$ cat config.mk
export PLATFORM = sky130hd
export DESIGN_NAME = cmdline_option_value_extractor
export DESIGN_NICKNAME = d
export VERILOG_FILES = /design/src/rtl/cove_pkg.sv /design/src/rtl/cmdline_option_value_extractor.sv /design/src/rtl/cove_cfg.sv /design/src/rtl/cove_scan.sv /design/src/rtl/cove_rfifo.sv
export SDC_FILE = /design/constraint.sdc
export NUM_CORES = 1
export LEC_CHECK = 0
export ABC_AREA = 1
export BUFFER_PORTS_ARGS = -buffer_cell sky130_fd_sc_hd__buf_4
export CAP_MARGIN = 20
export CELL_PAD_IN_SITES_DETAIL_PLACEMENT = 2
export CELL_PAD_IN_SITES_GLOBAL_PLACEMENT = 2
export CORE_MARGIN = 1.5
export CORE_UTILIZATION = 39
export DETAILED_ROUTE_END_ITERATION = 16
export PLACE_DENSITY_LB_ADDON = 0.25
export SYNTH_ARGS = -nofsm -noshare
export SYNTH_HDL_FRONTEND = slang
export SYNTH_HIERARCHICAL = 1
export SYNTH_SLANG_ARGS = --single-unit
export TNS_END_PERCENT = 5
$ cat constraint.sdc
create_clock -name aclk -period 12.9 [get_ports aclk]
set_input_delay 2.58 -clock aclk [delete_from_list [all_inputs] [get_ports aclk]]
set_output_delay 2.58 -clock aclk [all_outputs]
set_load 0.02 [all_outputs]
$ cat src/rtl/cove_pkg.sv
// Shared types, constants and codes for the command-line option value extractor.
// No dependencies; every other file of the block imports this package.
package cove_pkg;

    // Default line capacity for the top-level parameter
    localparam int LINE_CAPACITY_DEF = 2048;

    // Key and buffer limits
    localparam int KEY_MAX   = 16;
    localparam int KEY_BYTES = 16;
    localparam int LIMIT_CAP = 2048;

    // Field widths
    localparam int CHAR_W    = 8;
    localparam int IDX_W     = 11;
    localparam int LEN_W     = 12;
    localparam int KPOS_W    = 5;
    localparam int CFG_IDX_W = 2;
    localparam int CFG_DW    = 64;

    // Saturation point of the value count
    localparam logic [LEN_W-1:0] COUNT_MAX = {LEN_W{1'b1}};

    // Characters with a meaning to the scanner
    localparam logic [CHAR_W-1:0] CH_NUL   = 8'h00;
    localparam logic [CHAR_W-1:0] CH_SPACE = 8'h20;
    localparam logic [CHAR_W-1:0] CH_EQUAL = 8'h3D;

    // Configuration register indexes
    localparam logic [CFG_IDX_W-1:0] REG_KEY_LOW  = 2'd0;
    localparam logic [CFG_IDX_W-1:0] REG_KEY_HIGH = 2'd1;
    localparam logic [CFG_IDX_W-1:0] REG_KEY_LEN  = 2'd2;
    localparam logic [CFG_IDX_W-1:0] REG_LIMIT    = 2'd3;

    // Result queue geometry
    localparam int RQ_DEPTH = 4;
    localparam int RQ_PTR_W = 2;
    localparam int RQ_CNT_W = 3;

    // Search status codes
    typedef enum logic [1:0] {
        ST_FOUND  = 2'd0,
        ST_BOOL   = 2'd1,
        ST_ABSENT = 2'd2
    } status_t;

    // Clamped configuration as seen by the scanner
    typedef struct packed {
        logic [8*KEY_BYTES-1:0] key;
        logic [KPOS_W-1:0]      klen;
        logic [LEN_W-1:0]       lim;
    } cfg_t;

    // One result beat
    typedef struct packed {
        logic              write_valid;
        logic [IDX_W-1:0]  write_index;
        logic [CHAR_W-1:0] write_byte;
        logic              done_res;
        status_t           status;
        logic [LEN_W-1:0]  value_length;
        logic              last;
    } result_t;

endpackage

$ cat src/rtl/cmdline_option_value_extractor.sv
// Command-line option value extractor: takes one character per beat and, for the
// configured key, writes the value bytes and a closing zero into a result buffer
// and reports a status and the full value length at each line end, or a bare-key
// status when the key stands alone. A character is taken every cycle unless the
// input stalls; each one passes an input register and one scan step and lands in
// a four-beat result queue. Most characters yield no result or one; a value byte
// written on the last line position yields two, and the input stalls only while
// the result queue holds more than two beats that the consumer has not taken.
// Depends on cove_pkg, cove_cfg, cove_scan and cove_rfifo.
module cmdline_option_value_extractor
    import cove_pkg::*;
#(
    parameter int LINE_CAPACITY = LINE_CAPACITY_DEF
) (
    input  logic                 aclk,
    input  logic                 aresetn,
    input  logic                 cfg_wr_en,
    input  logic [CFG_IDX_W-1:0] cfg_index,
    input  logic [CFG_DW-1:0]    cfg_wr_data,
    input  logic                 s_valid,
    output logic                 s_ready,
    input  logic [CHAR_W-1:0]    s_char_in,
    output logic                 m_valid,
    input  logic                 m_ready,
    output logic                 m_write_valid,
    output logic [IDX_W-1:0]     m_write_index,
    output logic [CHAR_W-1:0]    m_write_byte,
    output logic                 m_done_res,
    output logic [1:0]           m_status,
    output logic [LEN_W-1:0]     m_value_length,
    output logic                 m_last
);

    cfg_t              cfg;
    logic              in_valid_reg, in_valid_next;
    logic [CHAR_W-1:0] in_char_reg;
    logic              room;
    logic              step_en;
    logic              s_beat;
    result_t           res0;
    result_t           res1;
    logic [1:0]        res_count;
    logic [1:0]        push_count;
    result_t           head;

    cove_cfg u_cfg (
        .aclk        (aclk),
        .aresetn     (aresetn),
        .cfg_wr_en   (cfg_wr_en),
        .cfg_index   (cfg_index),
        .cfg_wr_data (cfg_wr_data),
        .cfg         (cfg)
    );

    // Input register: hold the character until the queue can take its results
    assign step_en       = in_valid_reg && room;
    assign s_ready       = !in_valid_reg || room;
    assign s_beat        = s_valid && s_ready;
    assign in_valid_next = s_beat ? 1'b1 : (step_en ? 1'b0 : in_valid_reg);

    always_ff @(posedge aclk) begin
        if (!aresetn) begin
            in_valid_reg <= 1'b0;
        end else begin
            in_valid_reg <= in_valid_next;
        end
    end

    always_ff @(posedge aclk) begin
        if (s_beat) begin
            in_char_reg <= s_char_in;
        end
    end

    cove_scan #(
        .LINE_CAPACITY (LINE_CAPACITY)
    ) u_scan (
        .aclk      (aclk),
        .aresetn   (aresetn),
        .step_en   (step_en),
        .ch        (in_char_reg),
        .cfg       (cfg),
        .res0      (res0),
        .res1      (res1),
        .res_count (res_count)
    );

    assign push_count = step_en ? res_count : 2'd0;

    cove_rfifo u_rfifo (
        .aclk       (aclk),
        .aresetn    (aresetn),
        .push_count (push_count),
        .push0      (res0),
        .push1      (res1),
        .pop        (m_valid && m_ready),
        .has_room   (room),
        .out_valid  (m_valid),
        .out_data   (head)
    );

    // Drive the result beat from the queue head
    assign m_write_valid  = head.write_valid;
    assign m_write_index  = head.write_index;
    assign m_write_byte   = head.write_byte;
    assign m_done_res     = head.done_res;
    assign m_status       = head.status;
    assign m_value_length = head.value_length;
    assign m_last         = head.last;

endmodule

$ cat src/rtl/cove_cfg.sv
// Configuration registers of the option value extractor, with range clamping.
// Depends on cove_pkg.
module cove_cfg
    import cove_pkg::*;
(
    input  logic                 aclk,
    input  logic                 aresetn,
    input  logic                 cfg_wr_en,
    input  logic [CFG_IDX_W-1:0] cfg_index,
    input  logic [CFG_DW-1:0]    cfg_wr_data,
    output cfg_t                 cfg
);

    logic [CFG_DW-1:0] key_low_reg,  key_low_next;
    logic [CFG_DW-1:0] key_high_reg, key_high_next;
    logic [KPOS_W-1:0] key_len_reg,  key_len_next;
    logic [LEN_W-1:0]  limit_reg,    limit_next;

    // Decode the register write
    always_comb begin
        key_low_next  = key_low_reg;
        key_high_next = key_high_reg;
        key_len_next  = key_len_reg;
        limit_next    = limit_reg;
        if (cfg_wr_en) begin
            case (cfg_index)
                REG_KEY_LOW:  key_low_next  = cfg_wr_data;
                REG_KEY_HIGH: key_high_next = cfg_wr_data;
                REG_KEY_LEN:  key_len_next  = cfg_wr_data[KPOS_W-1:0];
                REG_LIMIT:    limit_next    = cfg_wr_data[LEN_W-1:0];
                default: begin
                    key_low_next = key_low_reg;
                end
            endcase
        end
    end

    always_ff @(posedge aclk) begin
        if (!aresetn) begin
            key_low_reg  <= '0;
            key_high_reg <= '0;
            key_len_reg  <= '0;
            limit_reg    <= '0;
        end else begin
            key_low_reg  <= key_low_next;
            key_high_reg <= key_high_next;
            key_len_reg  <= key_len_next;
            limit_reg    <= limit_next;
        end
    end

    // Clamp key length and buffer limit to what the scanner supports
    always_comb begin
        cfg.key  = {key_high_reg, key_low_reg};
        cfg.klen = (key_len_reg > KPOS_W'(KEY_MAX)) ? KPOS_W'(KEY_MAX) : key_len_reg;
        cfg.lim  = (limit_reg > LEN_W'(LIMIT_CAP)) ? LEN_W'(LIMIT_CAP) : limit_reg;
    end

endmodule

$ cat src/rtl/cove_scan.sv
// Per-character scanner: word matching, value copy and line-end reporting.
// Depends on cove_pkg; produces up to two result beats per character.
module cove_scan
    import cove_pkg::*;
#(
    parameter int LINE_CAPACITY = LINE_CAPACITY_DEF
) (
    input  logic              aclk,
    input  logic              aresetn,
    input  logic              step_en,
    input  logic [CHAR_W-1:0] ch,
    input  cfg_t              cfg,
    output result_t           res0,
    output result_t           res1,
    output logic [1:0]        res_count
);

    localparam int LPOS_W = $clog2(LINE_CAPACITY);

    // Scan modes
    localparam logic [2:0] MODE_START = 3'd0;
    localparam logic [2:0] MODE_CMP   = 3'd1;
    localparam logic [2:0] MODE_SKIP  = 3'd2;
    localparam logic [2:0] MODE_COPY  = 3'd3;
    localparam logic [2:0] MODE_DRAIN = 3'd4;

    logic [2:0]        mode_reg,   mode_next;
    logic [KPOS_W-1:0] kpos_reg,   kpos_next;
    logic [LEN_W-1:0]  vcount_reg, vcount_next;
    logic              seen_reg,   seen_next;
    logic [LPOS_W-1:0] lpos_reg,   lpos_next;

    logic              line_end;
    logic [CHAR_W-1:0] key_char;
    logic              bare_hit;
    logic              wr_emit;
    logic              term_emit;
    logic [LEN_W-1:0]  vcount_pre;
    logic              seen_pre;
    logic [LEN_W-1:0]  lim_m1;
    logic [LEN_W-1:0]  term_pos;
    result_t           bare_res;
    result_t           wr_res;
    result_t           term_res;

    assign line_end = (ch == CH_NUL) || (lpos_reg == LPOS_W'(LINE_CAPACITY - 1));
    assign key_char = cfg.key[{kpos_reg[3:0], 3'b000} +: CHAR_W];

    // Advance the scan state for one character
    always_comb begin
        mode_next   = mode_reg;
        kpos_next   = kpos_reg;
        vcount_next = vcount_reg;
        seen_next   = seen_reg;
        bare_hit    = 1'b0;
        wr_emit     = 1'b0;

        // A non-space at a word start opens a key compare
        if (mode_reg == MODE_START && ch != CH_SPACE) begin
            mode_next = MODE_CMP;
            kpos_next = '0;
        end

        if (mode_next == MODE_CMP) begin
            if (kpos_next >= cfg.klen) begin
                if (ch == CH_EQUAL) begin
                    vcount_next = '0;
                    seen_next   = 1'b1;
                    mode_next   = MODE_COPY;
                end else if (ch == CH_SPACE || ch == CH_NUL) begin
                    mode_next = MODE_DRAIN;
                    bare_hit  = 1'b1;
                end else begin
                    mode_next = MODE_SKIP;
                end
            end else if (ch == ((mode_reg == MODE_START) ? cfg.key[CHAR_W-1:0] : key_char))
            begin
                kpos_next = kpos_next + KPOS_W'(1);
            end else begin
                mode_next = MODE_SKIP;
            end
        end else if (mode_next == MODE_COPY) begin
            if (ch == CH_SPACE) begin
                mode_next = MODE_START;
            end else if (ch != CH_NUL) begin
                wr_emit = ({1'b0, vcount_reg} + (LEN_W+1)'(1)) < {1'b0, cfg.lim};
                if (vcount_reg != COUNT_MAX) begin
                    vcount_next = vcount_reg + LEN_W'(1);
                end
            end
        end

        // A space ends a skipped word
        if (mode_next == MODE_SKIP && ch == CH_SPACE) begin
            mode_next = MODE_START;
        end

        term_emit  = line_end && (mode_next != MODE_DRAIN);

        // Keep count and seen flag as the line-end report needs them
        vcount_pre = vcount_next;
        seen_pre   = seen_next;

        // Rearm for the next line, or count the position
        if (line_end) begin
            mode_next   = MODE_START;
            kpos_next   = '0;
            vcount_next = '0;
            seen_next   = 1'b0;
            lpos_next   = '0;
        end else begin
            lpos_next = lpos_reg + LPOS_W'(1);
        end
    end

    // Build the candidate result beats
    always_comb begin
        lim_m1   = cfg.lim - LEN_W'(1);
        term_pos = '0;

        bare_res             = '0;
        bare_res.done_res    = 1'b1;
        bare_res.status      = ST_BOOL;

        wr_res               = '0;
        wr_res.write_valid   = 1'b1;
        wr_res.write_index   = vcount_reg[IDX_W-1:0];
        wr_res.write_byte    = ch;
        wr_res.status        = ST_FOUND;

        term_res             = '0;
        term_res.write_valid = (cfg.lim != '0);
        if (cfg.lim != '0) begin
            term_pos = (vcount_pre < lim_m1) ? vcount_pre : lim_m1;
        end
        term_res.write_index = term_pos[IDX_W-1:0];
        term_res.done_res    = 1'b1;
        if (seen_pre) begin
            term_res.status       = ST_FOUND;
            term_res.value_length = vcount_pre;
        end else begin
            term_res.status       = ST_ABSENT;
        end
    end

    // Order the beats: bare key, value byte, terminator
    always_comb begin
        res0      = '0;
        res1      = '0;
        res_count = 2'd0;
        if (bare_hit) begin
            res0      = bare_res;
            res_count = 2'd1;
        end else if (wr_emit && term_emit) begin
            res0      = wr_res;
            res1      = term_res;
            res_count = 2'd2;
        end else if (wr_emit) begin
            res0      = wr_res;
            res_count = 2'd1;
        end else if (term_emit) begin
            res0      = term_res;
            res_count = 2'd1;
        end
        res0.last = (res_count == 2'd1);
        res1.last = 1'b1;
    end

    always_ff @(posedge aclk) begin
        if (!aresetn) begin
            mode_reg   <= MODE_START;
            kpos_reg   <= '0;
            vcount_reg <= '0;
            seen_reg   <= 1'b0;
            lpos_reg   <= '0;
        end else if (step_en) begin
            mode_reg   <= mode_next;
            kpos_reg   <= kpos_next;
            vcount_reg <= vcount_next;
            seen_reg   <= seen_next;
            lpos_reg   <= lpos_next;
        end
    end

endmodule

$ cat src/rtl/cove_rfifo.sv
// Small result queue: takes up to two beats per cycle, hands out one.
// Depends on cove_pkg for the result type and the queue geometry.
module cove_rfifo
    import cove_pkg::*;
(
    input  logic       aclk,
    input  logic       aresetn,
    input  logic [1:0] push_count,
    input  result_t    push0,
    input  result_t    push1,
    input  logic       pop,
    output logic       has_room,
    output logic       out_valid,
    output result_t    out_data
);

    result_t             mem_reg [RQ_DEPTH];
    logic [RQ_PTR_W-1:0] wr_ptr_reg, wr_ptr_next;
    logic [RQ_PTR_W-1:0] rd_ptr_reg, rd_ptr_next;
    logic [RQ_CNT_W-1:0] count_reg,  count_next;
    logic [RQ_PTR_W-1:0] wr_ptr_p1;

    assign wr_ptr_p1 = wr_ptr_reg + RQ_PTR_W'(1);
    assign has_room  = (count_reg <= RQ_CNT_W'(RQ_DEPTH - 2));
    assign out_valid = (count_reg != '0);
    assign out_data  = mem_reg[rd_ptr_reg];

    // Advance pointers and fill level
    always_comb begin
        wr_ptr_next = wr_ptr_reg + RQ_PTR_W'(push_count);
        rd_ptr_next = rd_ptr_reg + RQ_PTR_W'(pop);
        count_next  = count_reg + RQ_CNT_W'(push_count) - RQ_CNT_W'(pop);
    end

    // Store pushed beats
    always_ff @(posedge aclk) begin
        if (push_count != 2'd0) begin
            mem_reg[wr_ptr_reg] <= push0;
        end
        if (push_count == 2'd2) begin
            mem_reg[wr_ptr_p1] <= push1;
        end
    end

    always_ff @(posedge aclk) begin
        if (!aresetn) begin
            wr_ptr_reg <= '0;
            rd_ptr_reg <= '0;
            count_reg  <= '0;
        end else begin
            wr_ptr_reg <= wr_ptr_next;
            rd_ptr_reg <= rd_ptr_next;
            count_reg  <= count_next;
        end
    end

endmodule

Yosys cells after proc, flatten, opt, wreduce, memory -nomap -nowiden
Memory sizes are Yosys's and may differ from the RTL's. A register that Yosys moved wholly into a read port is not among the register bits. Index checks and enable logic that the tools add are counted.

Memories kept: 1. Register bits after elaboration: 193. Logic and storage cells: 131. Output and inout port bits: 38. Bits in writable memories: 144.

Memories: u_rfifo.mem_reg (depth 4, bits a word 36, read ports 1, clocked after Yosys merged registers in 1, write ports 2, line cove_rfifo.sv:17) `result_t mem_reg [RQ_DEPTH];`.

Shift operators: 1. Eq/ne operators: 15. Order comparisons: 6. Reductions and logical operators: 23. Muxes and demuxes: 61. Add/sub/neg operators: 10.

Operators with widths (count): 2-to-1 mux 36 bit (6); variable part select 128 x 8 -> 8 bit (1); 2-to-1 mux 12 bit (10); 2-to-1 mux 11 bit (3); 2-to-1 mux 3 bit (10); 2-to-1 mux 5 bit (6); 2-to-1 mux 1 bit (19); == test 8 x 6 -> 1 bit, second input constant (2); adder 12 x 1 -> 13 bit, second input constant (1); less-than comparator 13 x 12 -> 1 bit (1); adder 12 x 1 -> 12 bit, second input constant (1); > comparator 12 bit, second input constant (1); less-than comparator 12 bit (1); 2-to-1 mux 2 bit (6); != test 12 bit, second input constant (1); nonzero test 12 bit (1); subtractor 12 x 1 -> 12 bit, second input constant (1); adder 11 x 1 -> 11 bit, second input constant (1); == test 11 bit, second input constant (1); == test 8 bit (1); zero test 8 bit (1); 2-to-1 mux 8 bit (1); != test 8 x 6 -> 1 bit, second input constant (1); AND reduction 2 bit (4); other kinds (22) (35).

Depth between registers and ports, before layout
Gate-level depths: netlist of the first run.

Depth in word-level cells: 19. Mapped depth: 32. Depth with buffers taken out: 31.

Cells and area by module
Netlist of the first run, hierarchy kept.

By module, submodules not included: cove_rfifo (cells each 835, times used 1, sequential area each 4464.3 um2, area each 8152.8 um2); cove_cfg (cells each 664, times used 1, sequential area each 2902.8 um2, area each 5180.0 um2); cove_scan (cells each 963, times used 1, sequential area each 640.6 um2, area each 5177.5 um2); cmdline_option_value_extractor (cells each 23, times used 1, sequential area each 260.2 um2, area each 321.6 um2).

Worst setup path after synthesis of the first run
OpenSTA, ideal clock, no wires.

Path kind: reg-to-reg. Start point: reg u_scan.mode_reg[2]. End point: mem u_rfifo/mem_reg[0][0] (netlist name) (enable). Required time: 12416 ps. Slack: 5857 ps. Arrival time: 6559 ps. Setup time: 484 ps. Stages on the path, launching flop included: 28. Cell sequence: dfxtp_1 > nor2_1 > inv_2 > nor2_2 > inv_2 > nor2_1 > inv_1 > nand2_1 > inv_1 > ha_1 > nand2_1 > or3_1 > o2111ai_1 > nand3_4 > nand2_1 > inv_1 > nand4_2 > nand2_1 > inv_2 > ha_1 > inv_1 > clkbuf_1 > nor2_1 > buf_4 > inv_1 > nor2_1 > nor2_1 > o31ai_1.

RTL lines: from (decl) (line cove_scan.sv:27) `logic [2:0] mode_reg, mode_next;`; from (signal assigned) (line cove_scan.sv:177) `mode_reg <= mode_next;`; to (decl) (line cove_rfifo.sv:17).

==> out/results.ini, run 1 <==
[run_status]
outcome=finished, final reports clean

[synthesis]
synth-xor-area-share=0.01209
synth_edf_count=152
yosys.area_share.simple=0.2553
synth_top_family_by_area=simple AND/OR/NAND/NOR gates
synth_ff_type=dfxtp_1
ys_async_sr_fraction=0
synth-warning-count=6
synthAdderAreaFrac=0.02631
synth_compound_area_frac=0.1629
ys_ff_latch=337
avgSynthCellArea_um2=7.578
synth_cells=2485
synth_cell_types=48
seq_area_frac_synth=0.4390
synth_area_mm2=0.01883
synth.area.mux_share=0

[critical_path]
setup.worst_path.start_class=register
crit_type=reg -> reg
cp.arrival_ns=7.03
crit_required_ns=13.13
cp-end-kind=register
critPathMaxFanout=73

[grt]
antenna_found_initial=2
grt_pass1_wl_um=108000
first_global_vias=18880
overflow=0
grt_max_degree=119
grtUsageTotal=0.2786

[floorplanning]
die_h_um=222.7
coreArea_mm2=0.04765
pin_count=117
die_w_um=222.7
die_area_mm2=0.04961
initial_core_util=0.3952
rows=80

[routing]
drc_errors=0
initialDrtViolationCount=1019
vias_per_cell=5.410
dr.pass1.iters=5
wl_per_cell_um=21.67
vias=17120
ant_nets=0
wirelength_um=68570

[timing]
hold_viol_final=0
rsz0062_at_grt=no
worst_pin_slew_ns=1.124
setup_tns_ns=0
slew_headroom=0.2505
period_needed_ns=6.793
setup_viol=0
fmax_mhz=147.2
skew_ns=0.01411
timing.final.crit_share=0.5266
drv_slew=0

[clock_tree]
cts_inserted_buffers=40
path_clk_slew_ns=0.06
cts_resized=0
cts_tree=done
cts_root_buffer=clkbuf_16
cts.sinks=337
htree_levels=2
insertion_delay_ns=0.58
clock_path_buffers=3
postCtsSetupBuffers=0
cts-hold-fix-buffers=0

[final_layout]
final_common_cell=nand2_1
final_cell_area_mm2=0.02097
antenna_cells_inserted=0
final_cell_mix=nand2_1, nor2_1, inv_1
largest_reg_flops=144
nets=2638
final.fill_count=5531
area_growth_pct=11.34
drive_gt1_frac=0.1393
final_util=0.4400

[placed_design]
dpl.hpwl_um=47670
port_buffers=116
dpl_cell_area_mm2=0.01969
gp_congestion=0.8625

[power_and_ir_drop]
powerDensity_mw_per_mm2=138.5
peakVddDrop_uv=78.26
p_leak_uw=0.008374

[job]
max_cap_violations=0

[hold_path]
holdCritPathClass=reg -> reg

[path summary, 6_finish.rpt]
check                 startpoint                endpoint  slack (ns)  cells after the start
max           u_scan/kpos_reg[0]  u_rfifo/mem_reg[1][11]        6.11                     27
min          u_scan/lpos_reg[10]     u_scan/lpos_reg[10]        0.47                      2
max reg2reg   u_scan/kpos_reg[0]  u_rfifo/mem_reg[1][11]        6.11                     27
min reg2reg  u_scan/lpos_reg[10]     u_scan/lpos_reg[10]        0.47                      2
[routing by layer]
layer / part of all wire / track usage
met1: 0.43 / 0.3439
met2: 0.50 / 0.4962
met3: 0.034 / 0.03980
met4: 0.031 / 0.09282
met5: 0 / 0
[metrics by stage]
stage	hold WS [ns]	instances	power, µW	setup WS, ns
after CTS	0.4792	3164	2935	6.147
after floorplan	0.4319	2493	1563	5.857
after detailed placement	0.4712	3093	1791	6.245
after global placement	0.4443	3093	1759	6.528
final	0.4710	3164	2904	6.107
after global routing	0.4929	3164	3029	5.550
[kinds of logic (layout without fill, tap and decap cells)]
kind of cell | count (synthesis) | in the layout
other cells | 2 | 10
simple gates | 1168 | 1168
fa+ha+maj | 39 | 39
xor+xnor | 26 | 26
flops | 337 | 337
compound gates | 515 | 515
buf+inv | 398 | 454
[where the power goes]
part | internal (µW) | switching (µW) | total [µW] | leakage [µW]
registers | 1140 | 56.8 | 1200 | 0.00293
clock network | 653 | 477 | 1130 | 0.000632
logic | 200 | 372 | 573 | 0.00481
[synth_stat cells, types with 21 or more instances]
master | instances | area, µm²
nand2_1 | 589 | 2211
clkbuf_1 | 29 | 108.9
nor2_1 | 395 | 1483
xor2_1 | 21 | 183.9
o211ai_1 | 38 | 285.3
buf_6 | 39 | 439.2
dfxtp_1 | 185 | 3704
edfxtp_1 | 152 | 4564
nand3_1 | 112 | 560.5
ha_1 | 38 | 475.5
o21ai_1 | 134 | 670.6
buf_2 | 46 | 230.2
a21oi_1 | 123 | 615.6
buf_4 | 28 | 210.2
o21ai_0 | 111 | 555.5
o21ai_2 | 94 | 823.3
inv_1 | 233 | 874.6
[worst max-delay path: stages (launching register included)]
cell	delay (ns)
dfxtp_2	0.31
buf_4	0.52
inv_2	0.44
buf_4	0.39
nor2_1	0.26
inv_1	0.11
ha_1	0.30
nand2_1	0.10
inv_1	0.05
nand4_1	0.06
o2111ai_1	0.25
nand2_1	0.17
nand2_1	0.08
o21ai_0	0.13
inv_1	0.11
nand4_2	0.11
nand2_1	0.07
inv_2	0.10
ha_1	0.26
inv_1	0.29
nor2_1	0.23
inv_1	0.08
nor2_1	0.21
inv_2	0.12
nor2_8	0.18
nand2_4	0.48
o31ai_4	0.43
buf_4	0.48
[area by class of cell]
class | count | area [µm²] | area share
repair buffers | 134 | 1006 | 0.04798
flip-flops and latches | 337 | 8274 | 0.3946
well taps | 615 | 769.5 | 0.03670
clock buffers | 56 | 1172 | 0.05592
clock inverters | 15 | 108.9 | 0.005192
multi-input cells | 1758 | 8700 | 0.4149
inverters | 249 | 935.9 | 0.04464
Note: power is estimated with default switching activity, not from simulation.
==> run 2: changes to the inputs <==
--- a/config.mk
+++ b/config.mk
@@ -11,7 +11,7 @@
 export CELL_PAD_IN_SITES_DETAIL_PLACEMENT = 2
 export CELL_PAD_IN_SITES_GLOBAL_PLACEMENT = 2
 export CORE_MARGIN = 1.5
-export CORE_UTILIZATION = 39
+export CORE_UTILIZATION = 33
 export DETAILED_ROUTE_END_ITERATION = 16
 export PLACE_DENSITY_LB_ADDON = 0.25
 export SYNTH_ARGS = -nofsm -noshare
==> constraint.sdc (replaced) <==
create_clock -name aclk -period 5.85 [get_ports aclk]
set_input_delay 1.17 -clock aclk [delete_from_list [all_inputs] [get_ports aclk]]
set_output_delay 1.17 -clock aclk [all_outputs]
set_load 0.02 [all_outputs]
==> run 2 against run 1 <==
Compared with the run above: cell count up 5.1%; sequential share of layout area down 0.72 points; sequential cell count unchanged; setup slack worse by 5.7 ns; highest routed layer is now met5; register-to-register slack worse by 5.7 ns; combinational power up 110%; clock power up 120%; largest cell class unchanged; clock skew up 0.0096 ns; wire length down 1.7%.
==> out/results.ini, run 2 (synthesis gave the netlist of run 1 again) <==
[placed_design]
dpl_cell_area_mm2=0.02002  ; +1.7%
port_buffers=116  ; unchanged
dpl.hpwl_um=46320  ; -2.8%
gp_congestion=0.8787  ; +1.9%

[critical_path]
crit_required_ns=6.13  ; -7.00 ns
crit_buf_inv=7  ; -4
reg2reg_setup_slack_ns=0.45  ; -5.66 ns
cp-end-kind=register
critPathMaxFanout=72  ; -1.4%
worst-path-stages=26  ; -3.7%
crit_family=simple AND/OR/NAND/NOR gates
cp.arrival_ns=5.68  ; -1.35 ns
r2r_end=u_rfifo/mem_reg[1][11]
crit_type=reg -> reg
crit_slowest_cell=edfxtp_1
r2r_start=in_char_reg[2]
setup.worst_path.start=in_char_reg[2]
setup.worst_path.start_class=register
slowest_delay_ns=0.43  ; -0.09 ns
reg2reg_depth=26  ; -3.7%

[job]
max_cap_violations=0  ; unchanged

[final_layout]
final_util=0.3787  ; -0.06134
area_growth_pct=13.39
final_common_cell=nand2_1
nets=2657  ; +0.72%
final_cell_area_mm2=0.02135  ; +1.8%
drive_gt1_frac=0.1452  ; +0.005922
largest_reg_flops=144  ; unchanged
final_cell_mix=nand2_1, nor2_1, inv_1

[power_and_ir_drop]
swShare=0.3100  ; -0.002175
powerDensity_mw_per_mm2=296.8  ; +110%
peakVddDrop_uv=208.4  ; +170%
seq_power_share=0.415  ; +0.002
p_switching_uw=1964  ; +120%
p_leak_uw=0.008463  ; +1.1%
clock_power_share=0.391  ; +0.002
p_int_uw=4373  ; +120%
pwr-share-comb=0.194  ; -0.003

[timing]
holdWs_ns=0.4563  ; -0.01471 ns
drv_slew=0  ; unchanged
worst_pin_slew_ns=1.002  ; -0.1217 ns
fmax_mhz=185.1  ; +26%
timing.final.crit_share=0.9234  ; +0.3968
period_needed_ns=5.402  ; -1.391 ns
slew_headroom=0.3310  ; +0.08044
hold_viol_final=0  ; unchanged
setup_viol=0  ; unchanged
skew_ns=0.02376  ; +0.009649 ns
rsz0062_at_grt=no

[grt]
grtUsageTotal=0.2298  ; -0.04879
overflow=0  ; unchanged
busiest_layer=met2
grt_use_met2=0.4015  ; -0.09472
grt_util_met1=0.2983  ; -0.04567
grt_pass1_wl_um=106700  ; -1.2%
grt_max_degree=100  ; -16%
gr-usage-met3=0.02930  ; -0.01050
first_global_vias=18730  ; -0.77%
antenna_found_initial=1  ; -1

[clock_tree]
cts-hold-fix-buffers=0  ; unchanged
insertion_delay_ns=0.58  ; about the same
clock_path_buffers=3  ; unchanged
path_clk_slew_ns=0.06  ; about the same
cts_root_buffer=clkbuf_16
cts_tree=done
cts_inserted_buffers=42  ; +5.0%
htree_levels=2  ; unchanged
cts.sinks=337  ; unchanged

[routing]
initialDrtViolationCount=787  ; -23%
wl_per_cell_um=20.26  ; -6.5%
vias_per_cell=5.138  ; -5.0%
ant_nets=0  ; unchanged
wirelength_um=67390  ; -1.7%
vias=17090  ; -0.16%
drc_errors=0  ; unchanged
dr.pass1.iters=7  ; +2

[floorplanning]
rows=87  ; +8.8%
die_w_um=241.9  ; +8.6%
coreArea_mm2=0.05639  ; +18%
initial_core_util=0.3340  ; -0.06127
pin_count=117  ; unchanged
die_area_mm2=0.05851  ; +18%
die_h_um=241.9  ; +8.6%

[hold_path]
min_to=u_scan/lpos_reg[10]
min-delay-start=u_scan/lpos_reg[10]
holdCritPathClass=reg -> reg
whs_path_depth=2  ; unchanged

[run_status]
outcome=finished, final reports clean

[run 2: cell count changes in the layout (fill, tap and decap cells not counted), moves of 3 or more]
cell and delta:
buf_4 +8, buf_12 +6, clkbuf_1 +6, clkbuf_8 -6
clkinv_2 +5, buf_6 +3, nor2_1 -3, nor2_2 +3
[run 2: worst max path at each step]
| stage | end | slack, ns |
|---|---|---|
| after global placement | u_rfifo/mem_reg[0][19] | 0.45 |
| after detailed placement | u_rfifo/mem_reg[0][18] | 0.07 |
| after floorplan | u_rfifo/mem_reg[3][0] | -0.10 |
| after CTS | u_rfifo/mem_reg[2][18] | 0.20 |
| after global routing | u_rfifo/mem_reg[2][26] | 0.02 |
| final | u_rfifo/mem_reg[1][11] | 0.45 |
[run 2: routing by layer]
| layer | wire length (µm) | vias to the layer above |
|---|---|---|
| met5 | 9 | - |
| met4 | 1236 | 2 |
| met1 | 31250 | 8630 |
| met2 | 32900 | 210 |
| met3 | 1981 | 81 |
| li1 | - | 8166 |
[run 2: layout make-up]
type                    instances  area [µm²]
well taps                     756       945.9
repair buffers                151        1220
inverters                     249       935.9
fillers                      6637       35030
clock inverters                16       106.4
multi-input cells            1758        8707
clock buffers                  58        1162
flip-flops and latches        337        8274
diodes                          1       2.502
[run 2: repair_timing]
item / CTS / global route
buffers inserted: 4 / 0
pin swaps: 1 / 0
gates cloned: 0 / 0
setup endpoints to repair: 20 / 150
gates resized for setup: 0 / 5
[run 2: stage by stage]
step | std cells | power [µW] | setup slack, ns | setup TNS, ns
after floorplan | 2493 | 3417 | -0.1000 | -13.62
after global placement | 3246 | 3857 | 0.4463 | 0
after detailed placement | 3246 | 3919 | 0.07320 | 0
after CTS | 3324 | 6429 | 0.1957 | 0
after global routing | 3325 | 6635 | 0.01702 | 0
final | 3326 | 6337 | 0.4482 | 0
[run 2: power groups by stage]
stage / clock (µW) / sequential (µW) / combinational, µW
floorplan: 0 / 2600 / 816
global placement: 0 / 2670 / 1180
detailed placement: 0 / 2680 / 1240
CTS: 2550 / 2630 / 1250
global route: 2630 / 2640 / 1360
finish: 2480 / 2630 / 1230
[run 2: worst reg2reg max path, delay by kind of cell, from the launching register on]
family	cells	cell delay, ns
and+or+nand+nor	13	2.37
AOI/OAI and AO/OA	4	0.70
adders and majority gates	2	0.60
DFF	1	0.43
buffers and inverters	7	1.03
==> run 3: changes to the inputs <==
--- a/config.mk
+++ b/config.mk
@@ -10,7 +10,6 @@
 export CAP_MARGIN = 20
 export CELL_PAD_IN_SITES_DETAIL_PLACEMENT = 2
 export CELL_PAD_IN_SITES_GLOBAL_PLACEMENT = 2
-export CORE_MARGIN = 1.5
 export CORE_UTILIZATION = 33
 export DETAILED_ROUTE_END_ITERATION = 16
 export PLACE_DENSITY_LB_ADDON = 0.25
==> run 3 against run 2 <==
Compared with the run above: clock power up 3%; cell count hardly changed; setup slack worse by 0.027 ns; combinational power down 4%; clock skew fell by 0.0045 ns; via count fell by 0.43%; hold slack improved by 0.0057 ns; critical path depth up 4.
==> out/results.ini, run 3 (synthesis gave the netlist of run 1 again) <==
[run_status]
outcome=finished, final reports clean

[critical_path]
crit_slowest_cell=o221a_2
critPathMaxFanout=12  ; -83%
setup.worst_path.start_class=register
setup.worst_path.start=u_scan/mode_reg[2]
slowest_delay_ns=0.39  ; -0.04 ns
r2r_end=u_rfifo/mem_reg[3][33]
reg2reg_setup_slack_ns=0.42  ; -0.03 ns
crit_type=reg -> reg
crit_required_ns=6.26  ; +0.13 ns
cp-end-kind=register
cpMostUsedCell=nor2_1
reg2reg_depth=30  ; +15%
cp.arrival_ns=5.84  ; +0.16 ns
r2r_start=u_scan/mode_reg[2]

[power_and_ir_drop]
power.total_uw=6401  ; +1.0%
swShare=0.3063  ; -0.003705
p_leak_uw=0.008489  ; +0.31%
seq_power_share=0.417  ; +0.002
pwr-share-comb=0.185  ; -0.009
powerDensity_mw_per_mm2=298.9  ; +0.72%
p_switching_uw=1960  ; -0.20%
peakVddDrop_uv=184.0  ; -12%
p_int_uw=4440  ; +1.5%
clock_power_share=0.399  ; +0.008

[timing]
skew_ns=0.01924  ; -0.004521 ns
setup_tns_ns=0  ; unchanged
worst_pin_slew_ns=1.103  ; +0.1008 ns
drv_slew=0  ; unchanged
setup_viol=0  ; unchanged
slew_headroom=0.2645  ; -0.06648
period_needed_ns=5.429  ; +0.02746 ns
timing.final.crit_share=0.9281  ; +0.004694
fmax_mhz=184.2  ; -0.51%
hold_viol_final=0  ; unchanged
rsz0062_at_grt=yes

[clock_tree]
htree_levels=2  ; unchanged
path_clk_slew_ns=0.06  ; about the same
cts_tree=done
cts_inserted_buffers=43  ; +2.4%
clock_path_buffers=3  ; unchanged
cts_root_buffer=clkbuf_16
insertion_delay_ns=0.57  ; about the same
cts.sinks=337  ; unchanged

[final_layout]
antenna_cells_inserted=0  ; -1
area_growth_pct=13.72
final_cell_mix=nand2_1, nor2_1, inv_1
largest_reg_flops=144  ; unchanged
nets=2662  ; +0.19%
drive_gt1_frac=0.1465  ; +0.001329
final.fill_count=6595  ; -0.63%
stdcell_count=3329  ; +0.090%
final_common_cell=nand2_1

[grt]
grtUsageTotal=0.2359  ; +0.006093
overflow=0  ; unchanged
grt_pass1_wl_um=105300  ; -1.3%
antenna_found_initial=2  ; +1
first_global_vias=18490  ; -1.3%
grt_max_degree=90  ; -10%

[hold_path]
min_to=u_scan/lpos_reg[10]
whs_path_depth=2  ; unchanged
holdCritPathClass=reg -> reg
min-delay-start=u_scan/lpos_reg[10]

[floorplanning]
coreArea_mm2=0.05639  ; unchanged
initial_core_util=0.3340  ; unchanged
die_h_um=240.9  ; -0.41%
rows=87  ; unchanged
die_w_um=240.9  ; -0.41%
die_area_mm2=0.05803  ; -0.83%
pin_count=117  ; unchanged

[placed_design]
gp_congestion=0.8742  ; -0.51%
dpl.hpwl_um=47980  ; +3.6%
place_inst=3251  ; +0.15%
port_buffers=116  ; unchanged

[routing]
drc_errors=0  ; unchanged
vias_per_cell=5.111  ; -0.52%
dr.pass1.iters=5  ; -2
vias=17020  ; -0.43%
initialDrtViolationCount=910  ; +16%
wl_per_cell_um=20.35  ; +0.43%
wirelength_um=67740  ; +0.52%
ant_nets=0  ; unchanged

[job]
max_cap_violations=0  ; unchanged

==> run 3: timing repair <==
item | CTS | global route
hold buffers | 0 | 0
setup buffers | 0 | 4
resized for setup | 0 | 2
endpoints found under the setup margin | 0 | 115
==> run 3: worst max path at each step <==
stage,endpoint,cells past startpoint
detailed placement,u_rfifo/mem_reg[0][18],26
global placement,u_rfifo/mem_reg[0][17],22
CTS,u_rfifo/mem_reg[0][18],24
finish,u_rfifo/mem_reg[3][33],30
global route,u_rfifo/mem_reg[3][33],27
floorplan,u_rfifo/mem_reg[3][0],27
==> run 3: per-stage QoR <==
stage                 util  hold slack, ns  setup slack, ns  cell area, µm²
global route        0.3798          0.4870         -0.03669           21420
floorplan                -          0.4319          -0.1000           18880
finish              0.3798          0.4620           0.4208           21420
CTS                 0.3790          0.4625           0.1954           21370
detailed placement  0.3557          0.4535           0.2402           20050
global placement    0.3557          0.4423           0.5212           20050
==> run 3: power by group through the flow <==
stage / Clock [µW] / Combinational, µW / Sequential [µW]
floorplan: 0 / 816 / 2600
global placement: 0 / 1130 / 2710
detailed placement: 0 / 1190 / 2720
CTS: 2630 / 1200 / 2670
global route: 2710 / 1310 / 2680
finish: 2550 / 1180 / 2670
==> run 3: worst max-delay path, delay by kind of cell (launching register included) <==
family / cells / cell delay [ns]
buf+inv: 6 / 0.60
compound gates: 5 / 1.06
fa+ha+maj: 2 / 0.63
flops: 1 / 0.35
simple gates: 17 / 2.61
==> run 3: routing by layer <==
metal  GRT usage  part of all wire
met5           0                 0
met4     0.06924             0.025
met3     0.03248             0.035
met2      0.4159              0.50
met1      0.2978              0.45
==> run 3: cell type report <==
type	count	area (µm²)	share of cell area
tap	756	945.9	0.04417
clock buffer	60	1190	0.05556
clock inverter	14	123.9	0.005784
sequential	337	8274	0.3864
multi-input combinational	1758	8707	0.4066
inverter	249	935.9	0.04370
timing repair buffer	155	1239	0.05784
